<file path="config.mk">
export PLATFORM = sky130hd
export DESIGN_NAME = clothoid_point_generator
export DESIGN_NICKNAME = d
export VERILOG_FILES = /design/src/hw/rtl/cpg_pkg.sv /design/src/hw/rtl/cpg_mul.sv /design/src/hw/rtl/cpg_cordic.sv /design/src/hw/rtl/clothoid_point_generator.sv
export SDC_FILE = /design/constraint.sdc
export NUM_CORES = 2
export LEC_CHECK = 0
export ABC_AREA = 1
export BUFFER_PORTS_ARGS = -buffer_cell sky130_fd_sc_hd__buf_4
export CAP_MARGIN = 20
export CORE_UTILIZATION = 51
export DETAILED_ROUTE_END_ITERATION = 10
export PLACE_DENSITY = 0.72
export SYNTH_ARGS = -nofsm -noshare
export SYNTH_HDL_FRONTEND = slang
export SYNTH_SLANG_ARGS = --single-unit
</file>
<file path="constraint.sdc">
create_clock -name clk -period 11.71 [get_ports clk]
set_input_delay 0 -clock clk [delete_from_list [all_inputs] [get_ports clk]]
set_output_delay 0 -clock clk [all_outputs]
set_load 0.1 [all_outputs]
</file>
<file path="src/hw/rtl/cpg_pkg.sv">
package cpg_pkg;

	localparam int CORDIC_ITERS = 24;
	localparam int ITER_W = $clog2(CORDIC_ITERS);

	localparam int XY_W = 36;
	localparam int Z_W = 34;
	localparam int ZIN_W = 39;
	localparam int RED_STEPS = 6;

	localparam int DIGIT_W = 4;
	localparam int MUL_AW = XY_W;
	localparam int MUL_BW = 32;
	localparam int MUL_DIGITS = MUL_BW / DIGIT_W;
	localparam int MUL_PW = MUL_AW + MUL_BW;

	localparam logic REG_POINT_COUNT = 1'b0;
	localparam logic REG_STEP_SIZE = 1'b1;

	localparam logic [ZIN_W-1:0] TWO_PI_ZIN = ZIN_W'(64'd6746518852);
	localparam logic signed [Z_W-1:0] TWO_PI_Q30 = Z_W'(64'd6746518852);
	localparam logic signed [Z_W-1:0] PI_Q30 = Z_W'(64'd3373259426);
	localparam logic signed [Z_W-1:0] HALF_PI_Q30 = Z_W'(64'd1686629713);
	localparam logic [29:0] GAIN_Q30 = 30'd652032874;

	function automatic logic [31:0] atan_q30(input logic [4:0] i);
		logic [31:0] v;
		case (i)
			5'd0: v = 32'h3243F6A8;
			5'd1: v = 32'h1DAC6705;
			5'd2: v = 32'h0FADBAFC;
			5'd3: v = 32'h07F56EA6;
			5'd4: v = 32'h03FEAB76;
			5'd5: v = 32'h01FFD55B;
			5'd6: v = 32'h00FFFAAA;
			5'd7: v = 32'h007FFF55;
			5'd8: v = 32'h003FFFEA;
			5'd9: v = 32'h001FFFFD;
			5'd10: v = 32'h000FFFFF;
			5'd11: v = 32'h0007FFFF;
			5'd12: v = 32'h0003FFFF;
			5'd13: v = 32'h0001FFFF;
			5'd14: v = 32'h0000FFFF;
			5'd15: v = 32'h00007FFF;
			5'd16: v = 32'h00003FFF;
			5'd17: v = 32'h00001FFF;
			5'd18: v = 32'h00000FFF;
			5'd19: v = 32'h000007FF;
			5'd20: v = 32'h000003FF;
			5'd21: v = 32'h000001FF;
			5'd22: v = 32'h000000FF;
			5'd23: v = 32'h0000007F;
			5'd24: v = 32'h0000003F;
			5'd25: v = 32'h0000001F;
			5'd26: v = 32'h0000000F;
			5'd27: v = 32'h00000008;
			5'd28: v = 32'h00000004;
			5'd29: v = 32'h00000002;
			5'd30: v = 32'h00000001;
			default: v = 32'h00000000;
		endcase
		return v;
	endfunction

endpackage

</file>
<file path="src/hw/rtl/cpg_mul.sv">
module cpg_mul (
	input  logic                                 clk,
	input  logic                                 arst_n,
	input  logic                                 start,
	input  logic signed [cpg_pkg::MUL_AW-1:0]    a,
	input  logic        [cpg_pkg::MUL_BW-1:0]    b,
	output logic                                 done,
	output logic signed [cpg_pkg::MUL_PW-1:0]    prod
);

	localparam int AW = cpg_pkg::MUL_AW;
	localparam int BW = cpg_pkg::MUL_BW;
	localparam int DW = cpg_pkg::DIGIT_W;
	localparam int CNT_W = $clog2(cpg_pkg::MUL_DIGITS);
	localparam int SUM_W = AW + DW + 1;
	localparam logic [CNT_W-1:0] LAST = CNT_W'(cpg_pkg::MUL_DIGITS - 1);

	logic                    busy_q;
	logic                    done_q;
	logic [CNT_W-1:0]        cnt_q;
	logic signed [AW-1:0]    a_q;
	logic signed [AW-1:0]    hi_q;
	logic [BW-1:0]           b_q;
	logic [BW-1:0]           lo_q;
	logic signed [DW:0]      digit;
	logic signed [SUM_W-1:0] pp;
	logic signed [SUM_W-1:0] sum;

	// One multiplier digit per cycle; the partial sum shifts right into lo_q.
	assign digit = $signed({1'b0, b_q[DW-1:0]});
	assign pp = SUM_W'(a_q) * SUM_W'(digit);
	assign sum = SUM_W'(hi_q) + pp;

	always_ff @(posedge clk or negedge arst_n) begin
		if (!arst_n) begin
			busy_q <= 1'b0;
			done_q <= 1'b0;
			cnt_q <= '0;
		end else begin
			done_q <= busy_q && (cnt_q == LAST);
			if (start) begin
				busy_q <= 1'b1;
				cnt_q <= '0;
			end else if (busy_q) begin
				cnt_q <= cnt_q + 1'b1;
				if (cnt_q == LAST) begin
					busy_q <= 1'b0;
				end
			end
		end
	end

	always_ff @(posedge clk) begin
		if (start) begin
			a_q <= a;
			b_q <= b;
			hi_q <= '0;
			lo_q <= '0;
		end else if (busy_q) begin
			hi_q <= sum[AW+DW-1:DW];
			lo_q <= {sum[DW-1:0], lo_q[BW-1:DW]};
			b_q <= b_q >> DW;
		end
	end

	assign done = done_q;
	assign prod = $signed({hi_q, lo_q});

endmodule

</file>
<file path="src/hw/rtl/cpg_cordic.sv">
module cpg_cordic (
	input  logic                               clk,
	input  logic                               arst_n,
	input  logic                               start,
	input  logic        [cpg_pkg::ZIN_W-1:0]   z_in,
	input  logic signed [31:0]                 x_in,
	input  logic signed [31:0]                 y_in,
	output logic                               done,
	output logic signed [cpg_pkg::XY_W-1:0]    x_out,
	output logic signed [cpg_pkg::XY_W-1:0]    y_out
);

	localparam int XW = cpg_pkg::XY_W;
	localparam int ZW = cpg_pkg::Z_W;
	localparam int ZIW = cpg_pkg::ZIN_W;
	localparam int RED_W = $clog2(cpg_pkg::RED_STEPS);
	localparam int IT_W = cpg_pkg::ITER_W;
	localparam logic [RED_W-1:0] RED_LAST = RED_W'(cpg_pkg::RED_STEPS - 1);
	localparam logic [IT_W-1:0] IT_LAST = IT_W'(cpg_pkg::CORDIC_ITERS - 1);

	typedef enum logic [1:0] {
		C_IDLE,
		C_REDUCE,
		C_FOLD,
		C_ITER
	} state_t;

	state_t               state_q;
	logic [RED_W-1:0]     red_q;
	logic [IT_W-1:0]      it_q;
	logic                 done_q;
	logic [ZIW-1:0]       zr_q;
	logic [ZIW-1:0]       div_q;
	logic signed [ZW-1:0] za_q;
	logic signed [XW-1:0] x_q;
	logic signed [XW-1:0] y_q;

	logic signed [ZW-1:0] zw;
	logic signed [ZW-1:0] zf;
	logic                 flip;
	logic signed [ZW-1:0] atan;
	logic signed [XW-1:0] xs;
	logic signed [XW-1:0] ys;

	// Fold the reduced angle into [-pi/2, pi/2], turning the vector by pi if needed.
	always_comb begin
		if ($signed(zr_q[ZW-1:0]) >= cpg_pkg::PI_Q30) begin
			zw = $signed(zr_q[ZW-1:0]) - cpg_pkg::TWO_PI_Q30;
		end else begin
			zw = $signed(zr_q[ZW-1:0]);
		end
		if (zw > cpg_pkg::HALF_PI_Q30) begin
			flip = 1'b1;
			zf = zw - cpg_pkg::PI_Q30;
		end else if (zw < -cpg_pkg::HALF_PI_Q30) begin
			flip = 1'b1;
			zf = zw + cpg_pkg::PI_Q30;
		end else begin
			flip = 1'b0;
			zf = zw;
		end
	end

	assign atan = $signed(ZW'(cpg_pkg::atan_q30(5'(it_q))));
	assign xs = x_q >>> it_q;
	assign ys = y_q >>> it_q;

	always_ff @(posedge clk or negedge arst_n) begin
		if (!arst_n) begin
			state_q <= C_IDLE;
			red_q <= '0;
			it_q <= '0;
			done_q <= 1'b0;
		end else begin
			done_q <= (state_q == C_ITER) && (it_q == IT_LAST);
			case (state_q)
				C_IDLE: begin
					if (start) begin
						red_q <= '0;
						state_q <= C_REDUCE;
					end
				end
				C_REDUCE: begin
					red_q <= red_q + 1'b1;
					if (red_q == RED_LAST) begin
						state_q <= C_FOLD;
					end
				end
				C_FOLD: begin
					it_q <= '0;
					state_q <= C_ITER;
				end
				C_ITER: begin
					it_q <= it_q + 1'b1;
					if (it_q == IT_LAST) begin
						state_q <= C_IDLE;
					end
				end
				default: begin
					state_q <= C_IDLE;
				end
			endcase
		end
	end

	always_ff @(posedge clk) begin
		case (state_q)
			C_IDLE: begin
				if (start) begin
					zr_q <= z_in;
					div_q <= cpg_pkg::TWO_PI_ZIN << (cpg_pkg::RED_STEPS - 1);
					x_q <= XW'(x_in);
					y_q <= XW'(y_in);
				end
			end
			C_REDUCE: begin
				if (zr_q >= div_q) begin
					zr_q <= zr_q - div_q;
				end
				div_q <= div_q >> 1;
			end
			C_FOLD: begin
				za_q <= zf;
				if (flip) begin
					x_q <= -x_q;
					y_q <= -y_q;
				end
			end
			C_ITER: begin
				if (!za_q[ZW-1]) begin
					x_q <= x_q - ys;
					y_q <= y_q + xs;
					za_q <= za_q - atan;
				end else begin
					x_q <= x_q + ys;
					y_q <= y_q - xs;
					za_q <= za_q + atan;
				end
			end
			default: begin
			end
		endcase
	end

	assign done = done_q;
	assign x_out = x_q;
	assign y_out = y_q;

endmodule

</file>
<file path="src/hw/rtl/clothoid_point_generator.sv">
// Clothoid point generator: walks an Euler spiral one step per input word.
// Input stream: each accepted word carries restart in tdata bit 0. A restart
// word returns the origin and resets the tangent, arc length and index; any
// other word advances one step and returns the new point with its mirror.
// Once point_count steps have been taken, advance words repeat the last point
// with the done flag set in tuser.
// Configuration: a write on cfg_valid/cfg_ready with cfg_index 0 sets
// point_count, index 1 sets step_size; write only while the block is idle.
// Flow: a restart or repeat word goes from idle through the emit state into
// the output register. An advance word runs three 4-bit-digit serial
// multiplies (position, angle, gain) and a CORDIC pass of angle reduction,
// fold and rotation steps, then goes through the emit state as well.
// One word is worked on at a time; the next word is taken only back in idle.
// The result sits in an output register; the next input word is taken while
// it waits, and the engine holds its finished result until the register
// drains, so a stalled receiver just stalls the input side.
// Reset clears the point state to the origin with tangent (1, 0) and loads
// point_count 5000 and step_size 83886.
module clothoid_point_generator (
	input  logic         clk,
	input  logic         arst_n,
	input  logic         s_axis_tvalid,
	output logic         s_axis_tready,
	input  logic [7:0]   s_axis_tdata,   // [0] restart, [7:1] zero
	output logic         m_axis_tvalid,
	input  logic         m_axis_tready,
	output logic [143:0] m_axis_tdata,   // pos_x, pos_y, mirror_x, mirror_y, point_index
	output logic [1:0]   m_axis_tuser,   // [0] mirror_valid, [1] done_res
	input  logic         cfg_valid,
	output logic         cfg_ready,
	input  logic         cfg_index,
	input  logic [23:0]  cfg_data
);

	localparam int AW = cpg_pkg::MUL_AW;
	localparam int BW = cpg_pkg::MUL_BW;
	localparam int PW = cpg_pkg::MUL_PW;
	localparam int XW = cpg_pkg::XY_W;
	localparam int SAT_W = 40;
	localparam int ARC_PW = 56;

	localparam logic signed [31:0] ONE_Q29 = 32'sd536870912;
	localparam logic [15:0] POINT_COUNT_RST = 16'd5000;
	localparam logic [23:0] STEP_SIZE_RST = 24'd83886;

	typedef enum logic [2:0] {
		S_IDLE,
		S_POS,
		S_ARC,
		S_ROT,
		S_GAIN,
		S_EMIT
	} state_t;

	state_t                state_q;
	logic signed [31:0]    cur_x_q;
	logic signed [31:0]    cur_y_q;
	logic signed [31:0]    dir_x_q;
	logic signed [31:0]    dir_y_q;
	logic [31:0]           arc_q;
	logic [15:0]           steps_q;
	logic                  done_flag_q;
	logic [15:0]           point_count_q;
	logic [23:0]           step_size_q;
	logic                  mul_start_q;
	logic                  rot_start_q;
	logic signed [AW-1:0]  opa_x_q;
	logic signed [AW-1:0]  opa_y_q;
	logic [BW-1:0]         opb_q;
	logic                  out_valid_q;
	logic [143:0]          out_data_q;
	logic [1:0]            out_user_q;

	logic                  mul_done_x;
	logic                  mul_done_y;
	logic signed [PW-1:0]  prod_x;
	logic signed [PW-1:0]  prod_y;
	logic                  rot_done;
	logic signed [XW-1:0]  rot_x;
	logic signed [XW-1:0]  rot_y;

	logic signed [PW-1:0]  pos_rnd_x;
	logic signed [PW-1:0]  pos_rnd_y;
	logic signed [PW-25:0] delta_x;
	logic signed [PW-25:0] delta_y;
	logic signed [SAT_W-1:0] pos_sum_x;
	logic signed [SAT_W-1:0] pos_sum_y;
	logic [32:0]           arc_wide;
	logic [31:0]           arc_next;
	logic [ARC_PW:0]       z_rnd;
	logic signed [PW-1:0]  gain_rnd_x;
	logic signed [PW-1:0]  gain_rnd_y;
	logic signed [PW-31:0] gain_x;
	logic signed [PW-31:0] gain_y;

	function automatic logic signed [31:0] sat32(input logic signed [SAT_W-1:0] v);
		logic signed [31:0] r;
		if (v > $signed(SAT_W'(32'h7FFFFFFF))) begin
			r = 32'sh7FFFFFFF;
		end else if (v < SAT_W'(32'sh80000000)) begin
			r = 32'sh80000000;
		end else begin
			r = v[31:0];
		end
		return r;
	endfunction

	function automatic logic [31:0] neg32(input logic signed [31:0] v);
		logic [31:0] r;
		if (v == 32'sh80000000) begin
			r = 32'h7FFFFFFF;
		end else begin
			r = -v;
		end
		return r;
	endfunction

	assign pos_rnd_x = prod_x + PW'(1 << 23);
	assign pos_rnd_y = prod_y + PW'(1 << 23);
	assign delta_x = pos_rnd_x[PW-1:24];
	assign delta_y = pos_rnd_y[PW-1:24];
	assign pos_sum_x = SAT_W'(cur_x_q) + SAT_W'(delta_x);
	assign pos_sum_y = SAT_W'(cur_y_q) + SAT_W'(delta_y);

	assign arc_wide = {1'b0, arc_q} + 33'(step_size_q);
	assign arc_next = arc_wide[32] ? 32'hFFFFFFFF : arc_wide[31:0];

	assign z_rnd = (ARC_PW + 1)'(prod_x[ARC_PW-1:0]) + (ARC_PW + 1)'(1 << 17);

	assign gain_rnd_x = prod_x + PW'(1 << 29);
	assign gain_rnd_y = prod_y + PW'(1 << 29);
	assign gain_x = gain_rnd_x[PW-1:30];
	assign gain_y = gain_rnd_y[PW-1:30];

	cpg_mul u_mul_x (
		.clk    (clk),
		.arst_n (arst_n),
		.start  (mul_start_q),
		.a      (opa_x_q),
		.b      (opb_q),
		.done   (mul_done_x),
		.prod   (prod_x)
	);

	cpg_mul u_mul_y (
		.clk    (clk),
		.arst_n (arst_n),
		.start  (mul_start_q),
		.a      (opa_y_q),
		.b      (opb_q),
		.done   (mul_done_y),
		.prod   (prod_y)
	);

	cpg_cordic u_cordic (
		.clk    (clk),
		.arst_n (arst_n),
		.start  (rot_start_q),
		.z_in   (z_rnd[ARC_PW:18]),
		.x_in   (dir_x_q),
		.y_in   (dir_y_q),
		.done   (rot_done),
		.x_out  (rot_x),
		.y_out  (rot_y)
	);

	always_ff @(posedge clk or negedge arst_n) begin
		if (!arst_n) begin
			state_q <= S_IDLE;
			cur_x_q <= '0;
			cur_y_q <= '0;
			dir_x_q <= ONE_Q29;
			dir_y_q <= '0;
			arc_q <= '0;
			steps_q <= '0;
			done_flag_q <= 1'b0;
			point_count_q <= POINT_COUNT_RST;
			step_size_q <= STEP_SIZE_RST;
			mul_start_q <= 1'b0;
			rot_start_q <= 1'b0;
			opa_x_q <= '0;
			opa_y_q <= '0;
			opb_q <= '0;
			out_valid_q <= 1'b0;
			out_data_q <= '0;
			out_user_q <= '0;
		end else begin
			mul_start_q <= ((state_q == S_IDLE) && s_axis_tvalid && !s_axis_tdata[0]
				&& (steps_q < point_count_q))
				|| ((state_q == S_POS) && mul_done_x)
				|| ((state_q == S_ROT) && rot_done);
			rot_start_q <= (state_q == S_ARC) && mul_done_x;
			if (out_valid_q && m_axis_tready && (state_q != S_EMIT)) begin
				out_valid_q <= 1'b0;
			end
			if (cfg_valid) begin
				case (cfg_index)
					cpg_pkg::REG_POINT_COUNT: point_count_q <= cfg_data[15:0];
					cpg_pkg::REG_STEP_SIZE: step_size_q <= cfg_data;
					default: begin
					end
				endcase
			end
			case (state_q)
				S_IDLE: begin
					if (s_axis_tvalid) begin
						if (s_axis_tdata[0]) begin
							cur_x_q <= '0;
							cur_y_q <= '0;
							dir_x_q <= ONE_Q29;
							dir_y_q <= '0;
							arc_q <= '0;
							steps_q <= '0;
							done_flag_q <= 1'b0;
							state_q <= S_EMIT;
						end else if (steps_q >= point_count_q) begin
							done_flag_q <= 1'b1;
							state_q <= S_EMIT;
						end else begin
							done_flag_q <= 1'b0;
							opa_x_q <= AW'(dir_x_q);
							opa_y_q <= AW'(dir_y_q);
							opb_q <= BW'(step_size_q);
							state_q <= S_POS;
						end
					end
				end
				S_POS: begin
					if (mul_done_x) begin
						cur_x_q <= sat32(pos_sum_x);
						cur_y_q <= sat32(pos_sum_y);
						arc_q <= arc_next;
						opa_x_q <= AW'(arc_next);
						opa_y_q <= AW'(arc_next);
						state_q <= S_ARC;
					end
				end
				S_ARC: begin
					if (mul_done_x) begin
						state_q <= S_ROT;
					end
				end
				S_ROT: begin
					if (rot_done) begin
						opa_x_q <= rot_x;
						opa_y_q <= rot_y;
						opb_q <= BW'(cpg_pkg::GAIN_Q30);
						state_q <= S_GAIN;
					end
				end
				S_GAIN: begin
					if (mul_done_x) begin
						dir_x_q <= sat32(SAT_W'(gain_x));
						dir_y_q <= sat32(SAT_W'(gain_y));
						steps_q <= steps_q + 1'b1;
						state_q <= S_EMIT;
					end
				end
				S_EMIT: begin
					if (!out_valid_q || m_axis_tready) begin
						out_valid_q <= 1'b1;
						out_data_q <= {steps_q, neg32(cur_y_q), neg32(cur_x_q),
							cur_y_q, cur_x_q};
						out_user_q <= {done_flag_q, steps_q != 16'd0};
						state_q <= S_IDLE;
					end
				end
				default: begin
					state_q <= S_IDLE;
				end
			endcase
		end
	end

	assign s_axis_tready = (state_q == S_IDLE);
	assign m_axis_tvalid = out_valid_q;
	assign m_axis_tdata = out_data_q;
	assign m_axis_tuser = out_user_q;
	assign cfg_ready = 1'b1;

	a_lanes_lockstep: assert property (@(posedge clk) disable iff (!arst_n)
		mul_done_x == mul_done_y)
		else $error("Multiplier lanes have lost step.");

	a_mul_done_phase: assert property (@(posedge clk) disable iff (!arst_n)
		mul_done_x |-> (state_q == S_POS || state_q == S_ARC || state_q == S_GAIN))
		else $error("Multiplier finished outside a multiply phase.");

	a_rot_done_phase: assert property (@(posedge clk) disable iff (!arst_n)
		rot_done |-> state_q == S_ROT)
		else $error("Rotation finished outside the rotation phase.");

	a_result_from_emit: assert property (@(posedge clk) disable iff (!arst_n)
		$rose(out_valid_q) |-> $past(state_q) == S_EMIT)
		else $error("A result word appeared without an emit cycle.");

endmodule

</file>
# Word level (Yosys, flattened, before mapping)
# Memory sizes are Yosys's and may differ from the RTL's.
# Index checks and enable logic that the tools add are counted.
[word_totals]
elab_cells = 258
n_memories = 1
out_inout_bits = 149
input_bits = 38
romBits = 960
regBits = 949
[memory_table]
columns = ["name", "words", "width", "read_ports", "rd_ports_with_merged_regs", "wr", "line_no", "source"]
rows = [
  ["(name not given)", 32, 30, 1, 0, 0, "cpg_pkg.sv:28", "case (i)"],
]
[op_classes]
eq_ne = 29
bitwise_logic = 1
addsub = 29
mul = 2
n_shift = 2
n_mux = 100
reduce_logical = 40
n_lt_le_gt_ge = 14
[ops]
columns = ["op", "n"]
rows = [
  ["$mux W32", 28],
  ["$mux W36", 15],
  ["$pmux W36 S3", 4],
  ["$pmux W32 S2", 6],
  ["$pmux W39 S2", 2],
  ["$add A68 B31 Y68 const B", 2],
  ["$mux W34", 4],
  ["$add A64 B25 Y64 const B", 2],
  ["$mux W39", 3],
  ["$add A32 B40 Y40", 2],
  ["$add A36 B40 Y40", 2],
  ["$gt A40 B32 Y1 const B", 2],
  ["$lt A40 B32 Y1 const B", 2],
  ["$mul A36 B5 Y40", 2],
  ["$gt A38 B32 Y1 const B", 2],
  ["$lt A38 B32 Y1 const B", 2],
  ["$add A36 B36 Y36", 2],
  ["$neg A36 Y36", 2],
  ["$sshr A36 B5 Y36", 2],
  ["$sub A36 B36 Y36", 2],
  ["$pmux W34 S2", 1],
  ["$eq A32 B32 Y1 const B", 2],
  ["$neg A32 Y32", 2],
  ["$add A56 B18 Y57 const B", 1],
  ["other kinds (48)", 123],
]

# Longest topological paths before layout
[logic_depth]
ltp_word = 7
mapped_depth = 40
mapped_depth_nobuf = 39

# Hierarchy
# Synthesis repeated with hierarchy kept, for this count alone.
[hier_totals]
cells_unflattened = 12676
hier_area_um2 = 85145.4
[modules_own_cells]
columns = ["module", "instances", "cells_each", "seq_area_each_um2", "area_per_inst_um2"]
rows = [
  ["clothoid_point_generator", 1, 4740, 11681.2, 32572.5],
  ["cpg_cordic", 1, 4774, 5770.5, 28698.8],
  ["cpg_mul (u_mul_x)", 1, 1579, 3528.4, 11961.5],
  ["cpg_mul (u_mul_y)", 1, 1583, 3528.4, 11912.7],
]

# Worst setup path after synthesis
# OpenSTA, ideal clock, no wires.
[synth_path]
path_type = "flip-flop to flip-flop"
startpoint = "register u_cordic.it_q[1]"
endpoint = "register u_cordic.x_q[24] (netlist: u_cordic.x_out[24]), data pin"
path_buffers = 2
setup_slack_ps = 6713
t_required_ps = 11442
t_arrival_ps = 4729
stages_incl_launch_ff = 40
period_less_slack_ps = 4997
setup_ps = 268
path_cell_list = "dfrtp_1 buf_2 inv_1 clkbuf_1 mux2i_1 inv_1 nand2_1 o21ai_0 nand2_1 o2111ai_1 nand2_1 o21ai_0 inv_1 ha_1 inv_1 nor2_1 nand4_1 nor2_1 (+4 left out) inv_1 ha_1 a21oi_1 inv_1 a21oi_1 a21boi_0 nand2_1 nor2_1 inv_1 a21oi_1 inv_1 a21oi_1 inv_1 nand3_1 nand2_1 or2_2 nand3_1 o211ai_1"
[synth_via]
elab_chain_cells = 4
elab_cells_between_ends = 5
cone_classes = "add/sub: 2; shift: 1; mux: 2"
[synth_lines]
columns = ["item", "line_no", "source"]
rows = [
  ["from (decl)", "cpg_cordic.sv:30", "logic [IT_W-1:0] it_q;"],
  ["from (signal assigned)", "cpg_cordic.sv:94", "it_q <= it_q + 1'b1;"],
  ["$sshr A36 B5 Y36 (*)", "cpg_cordic.sv:66", "assign ys = y_q >>> it_q;"],
  ["$sub A36 B36 Y36 or $add A36 B36 Y36 (tied branches)", "cpg_cordic.sv:131, cpg_cordic.sv:135", ""],
  ["$mux W36 (*)", "cpg_cordic.sv:130", "if (!za_q[ZW-1]) begin"],
  ["$pmux W36 S3 (*)", "cpg_cordic.sv:107", "case (state_q)"],
  ["to (signal assigned)", "cpg_cordic.sv:112", "x_q <= XW'(x_in);"],
  ["to (signal assigned)", "cpg_cordic.sv:131", "x_q <= x_q - ys;"],
  ["to (signal assigned)", "cpg_cordic.sv:135", "x_q <= x_q + ys;"],
  ["to (decl)", "cpg_cordic.sv:35", "logic signed [XW-1:0] x_q;"],
]
# Mark *: on every way between the ends. The rest lies on a longest branch, timed or not.
# A chain may end at the register's enable or synchronous reset.

# Final worst setup path
[layout_path]
startpoint = "register u_cordic.it_q[0]"
endpoint = "register u_cordic.y_q[24] (netlist: u_cordic.y_out[24]), data pin"
[layout_via]
elab_chain_cells = 4
elab_cells_between_ends = 5
cone_classes = "add/sub: 2; shift: 1; mux: 2"
[layout_lines]
columns = ["item", "line_no", "source"]
rows = [
  ["$sshr A36 B5 Y36 (*)", "cpg_cordic.sv:65", "assign xs = x_q >>> it_q;"],
  ["$add A36 B36 Y36 or $sub A36 B36 Y36 (tied branches)", "cpg_cordic.sv:132, cpg_cordic.sv:136", ""],
  ["$mux W36 (*)", "cpg_cordic.sv:130", ""],
  ["$pmux W36 S3 (*)", "cpg_cordic.sv:107", ""],
  ["to (signal assigned)", "cpg_cordic.sv:113", "y_q <= XW'(y_in);"],
  ["to (signal assigned)", "cpg_cordic.sv:132", "y_q <= y_q + xs;"],
  ["to (signal assigned)", "cpg_cordic.sv:136", "y_q <= y_q - xs;"],
  ["to (decl)", "cpg_cordic.sv:36", "logic signed [XW-1:0] y_q;"],
]
# Marked as above.

==> metrics.csv <==
stage,metric,value,unit
run_status,outcome,"complete, no violations",
sta,final worst slack,4.188,ns
yosys,Synth top cells by count,"nand2_1, inv_1, nor2_1, o21ai_0, a21oi_1",
place,minimum setup slack after placement,4.384,ns
clock_network,worst skew pair latency,0.79,ns
place,HPWL after DPL,227300,microns
clock_network,"Reg clk slew, reported paths",0.06,ns
clock_network,H-tree levels,3,
sta,Tmin final,7.522,ns
yosys,cell taking the most area after synthesis,dfrtp_1,
yosys,synth top area cells,"dfrtp_1, nand2_1, edfxtp_1",
layout,Area Growth Syn to Fin,9.342,%
sta,Fin. Hold Viols,0,
die,Core Area,0.1521,sq mm
route,DR iter-0 viols,7532,
die,total I/O pin count,187,
route,# DRC,0,
critical_path,Critical Path End Type,register,
power,sequential power share,0.474,
sta,Fin Hold WS,0.1044,ns
critical_path,worst r2r src,u_cordic.it_q[0],
layout,post-layout util,0.5618,
yosys,Post-Syn Area,0.07815,sq mm
yosys,Mapped Cells,11084,
global_routing,largest net degree at the start of global routing,156,
layout,multi-input logic area,0.04768,sq mm
sta,endpoints failing setup,0,
clock_network,CTS tree,built,
critical_path,FF-to-FF End,u_cordic.y_out[24],
layout,fillers,14766,
route,Wirelength per Cell,21.71,microns
die,Starting Density,0.5138,
clock_network,buffer count from post-CTS setup fixing,0,
power,Comb power frac,0.043,
critical_path,register-to-register setup slack,4.19,ns
route,Final ANT Viol Nets,0,
clock_network,hold buffers post-CTS,59,
yosys,post-synthesis sequential area ratio,0.2984,
sta,Setup TNS,0,ns
yosys,Synth Area per Inst,7.050,sq um
critical_path,Setup CP Type,register to register,
place,Port Buffers,178,
hold_path,worst min path class,input port to register,
global_routing,GRT overflow,0,
clock_network,# clock sinks,889,
critical_path,"Largest stage delay, worst path",0.82,ns
critical_path,CP most frequent cell,o21ai_0,
power,Pwr Density,81.51,mW/mm^2
route,drt pass-1 iters,6,
place,Placed Area,0.08124,sq mm
power,Sw Share,0.2403,
route,vias per cell,5.830,
die,Die Area,0.1548,sq mm
place,GPL Wtd Cong,1.025,
critical_path,Crit path buffers/inverters,5,
layout,Final nets,11875,
sta,Tcrit/Tclk final,0.6424,
global_routing,gr usage total,0.3650,
critical_path,crit path from,u_cordic.it_q[0],
sta,Worst-Margin Slew,1.248,ns
sta,Final Slew Violations,0,
global_routing,vias in the first global route,74483,
yosys,"EDFF count, synth",307,
clock_network,Num CTS Buffers,100,
yosys,yosys warns,0,
yosys,most frequent cell after synthesis,nand2_1,
sta,RSZ-0062 raised after global routing,no,
sta,Max-slew headroom,0.1627,
clock_network,Clock Root Buffer,clkbuf_16,
die,DIE WIDTH,393.4,microns
critical_path,CP Data Required Time,12.16,ns
layout,post-route cell area,0.08545,sq mm
yosys,"FF+latch count, synth",889,
critical_path,CP max-delay cell,dfrtp_4,
place,placed cells,13015,
yosys,Synth cell types,80,
global_routing,first-pass GRT wire length,440000,microns
power,Static Leakage,41.20,nW
die,row cnt,143,
power,Psw,1.674,mW
power,Clock Power Share,0.483,
critical_path,worst r2r path cells,28,
clock_network,cts repair resizes,0,
run,max_cap viols,0,
layout,final std cells w/o fill,13271,
critical_path,Setup crit end,u_cordic.y_out[24],
clock_network,Clock Tree Buf Depth,3,
yosys,ys flop type,dfrtp_1,
yosys,post-synth top area share,0.1505,
route,total length of routed wires,288100,microns
critical_path,cell depth of the worst setup path,28,
critical_path,CP Data Arrival Time,7.97,ns
global_routing,initial antenna violation count,9,
layout,Register Area,0.02333,sq mm
die,Die Ht,393.4,microns
yosys,"Async S/R FF share, synth",0.5467,
sta,clock skew,0.08317,ns
yosys,Mapped Nets,11806,
layout,share of layout cells above drive strength 1,0.05276,
power,total power,6.965,mW
critical_path,critical path's top delay family,compound AO/OA/AOI/OAI gates,
critical_path,Critical Path Source Type,register,
route,Vias,77367,
sta,fmax,132.9,MHz
power,P_int,5.291,mW
power,Worst IR Drop VDD,0.0001678,V
critical_path,CP Max Fanout,70,
==> final cells by class <==
class / count / share of cell area
flip-flops and latches: 889 / 0.2731
repair buffers: 322 / 0.03100
multi-input cells: 8312 / 0.5581
inverters: 1528 / 0.06715
clock inverters: 49 / 0.007863
clock buffers: 139 / 0.03308
well taps: 2030 / 0.02973
diodes: 2 / 0.00005857
==> tightest hold or removal path: cells and delay by family <==
kind,cells,cell delay (ns)
AOI/OAI and AO/OA,1,0.15
buffers and inverters,3,0.69
==> worst min-delay path by stage <==
stage                     start          endpoint  slack (ns)  depth (start not counted)
floorplan                arst_n          arc_q[0]       -0.30                          0
global placement         arst_n  m_axis_tdata[71]        0.11                          1
detailed placement       arst_n  m_axis_tdata[72]        0.11                          1
CTS                 cfg_data[6]  point_count_q[6]        0.04                          4
global route        cfg_data[6]    step_size_q[6]        0.09                          4
finish              cfg_data[1]  point_count_q[1]        0.10                          4
==> sequential cells by signal, summed over array words and instances, names as in the netlist, 32 cells and up <==
register        cells
cur_x_q            32
u_mul_x.hi_q       36
u_mul_x.a_q        36
dir_y_q            32
u_cordic.zr_q      39
u_mul_y.a_q        36
m_axis_tdata      144
u_cordic.div_q     38
u_cordic.y_out     36
u_cordic.x_out     36
arc_q              32
u_mul_y.hi_q       36
opa_y_q            36
u_cordic.za_q      34
opa_x_q            36
cur_y_q            32
dir_x_q            32
==> placed cells by master (no fill, tap or decap), types with 14 or more instances in the layout <==
master and instances:
or2_2 39, clkinv_2 14, a21oi_1 694, o21ai_1 21
nand3_1 497, a31oi_1 121, nand3b_1 20, dfstp_2 16
clkbuf_1 24, dfrtp_1 466, nand2_1 2902, a21boi_0 30
a21o_1 29, nor4_1 46, o21a_1 27, inv_1 1490
inv_2 21, ha_1 459, clkinv_1 18, nor2_2 16
o22ai_1 62, o21bai_1 17, mux2i_1 28, edfxtp_1 307
xnor2_1 103, nand4_1 114, nand2_2 21, o211ai_1 112
a221oi_1 63, buf_4 256, nor3_1 167, xor2_1 343
o221ai_1 89, clkbuf_16 103, fa_1 223, nor2_1 1022
o21ai_0 861, dfxtp_1 96, o22a_1 15, dlygate4sd3_1 58
==> metal layers <==
metal,vias to the layer above,track usage,wire (microns),share of wire
met5,-,0,61,0.00021
met4,8,0.1710,15060,0.052
met3,543,0.05098,21980,0.076
met2,3043,0.5703,128000,0.44
met1,37000,0.4993,123000,0.43
li1,36773,-,-,-
==> cells by family after synthesis <==
| kind of cell | count (synthesis) | share of synthesized area |
|---|---|---|
| buffers and inverters | 1883 | 0.09211 |
| adder cells (fa/ha/maj) | 684 | 0.1309 |
| AND/OR/NAND/NOR | 4915 | 0.2591 |
| XOR/XNOR | 446 | 0.04999 |
| multiplexers | 29 | 0.003731 |
| other | 1 | 0.00004799 |
| flip-flops | 889 | 0.2984 |
| AO/OA/AOI/OAI | 2237 | 0.1656 |
==> power by group through the flow <==
stage / Clock (mW) / Sequential [mW] / Combinational, mW
3_3_place_gp: 0 / 3.36 / 0.265
6_report: 3.37 / 3.30 / 0.298
4_1_cts: 3.41 / 3.30 / 0.295
3_5_place_dp: 0 / 3.36 / 0.273
5_1_grt: 3.52 / 3.30 / 0.339
2_1_floorplan: 0 / 3.34 / 0.186
No activity file was read; power rests on OpenSTA's default activity.
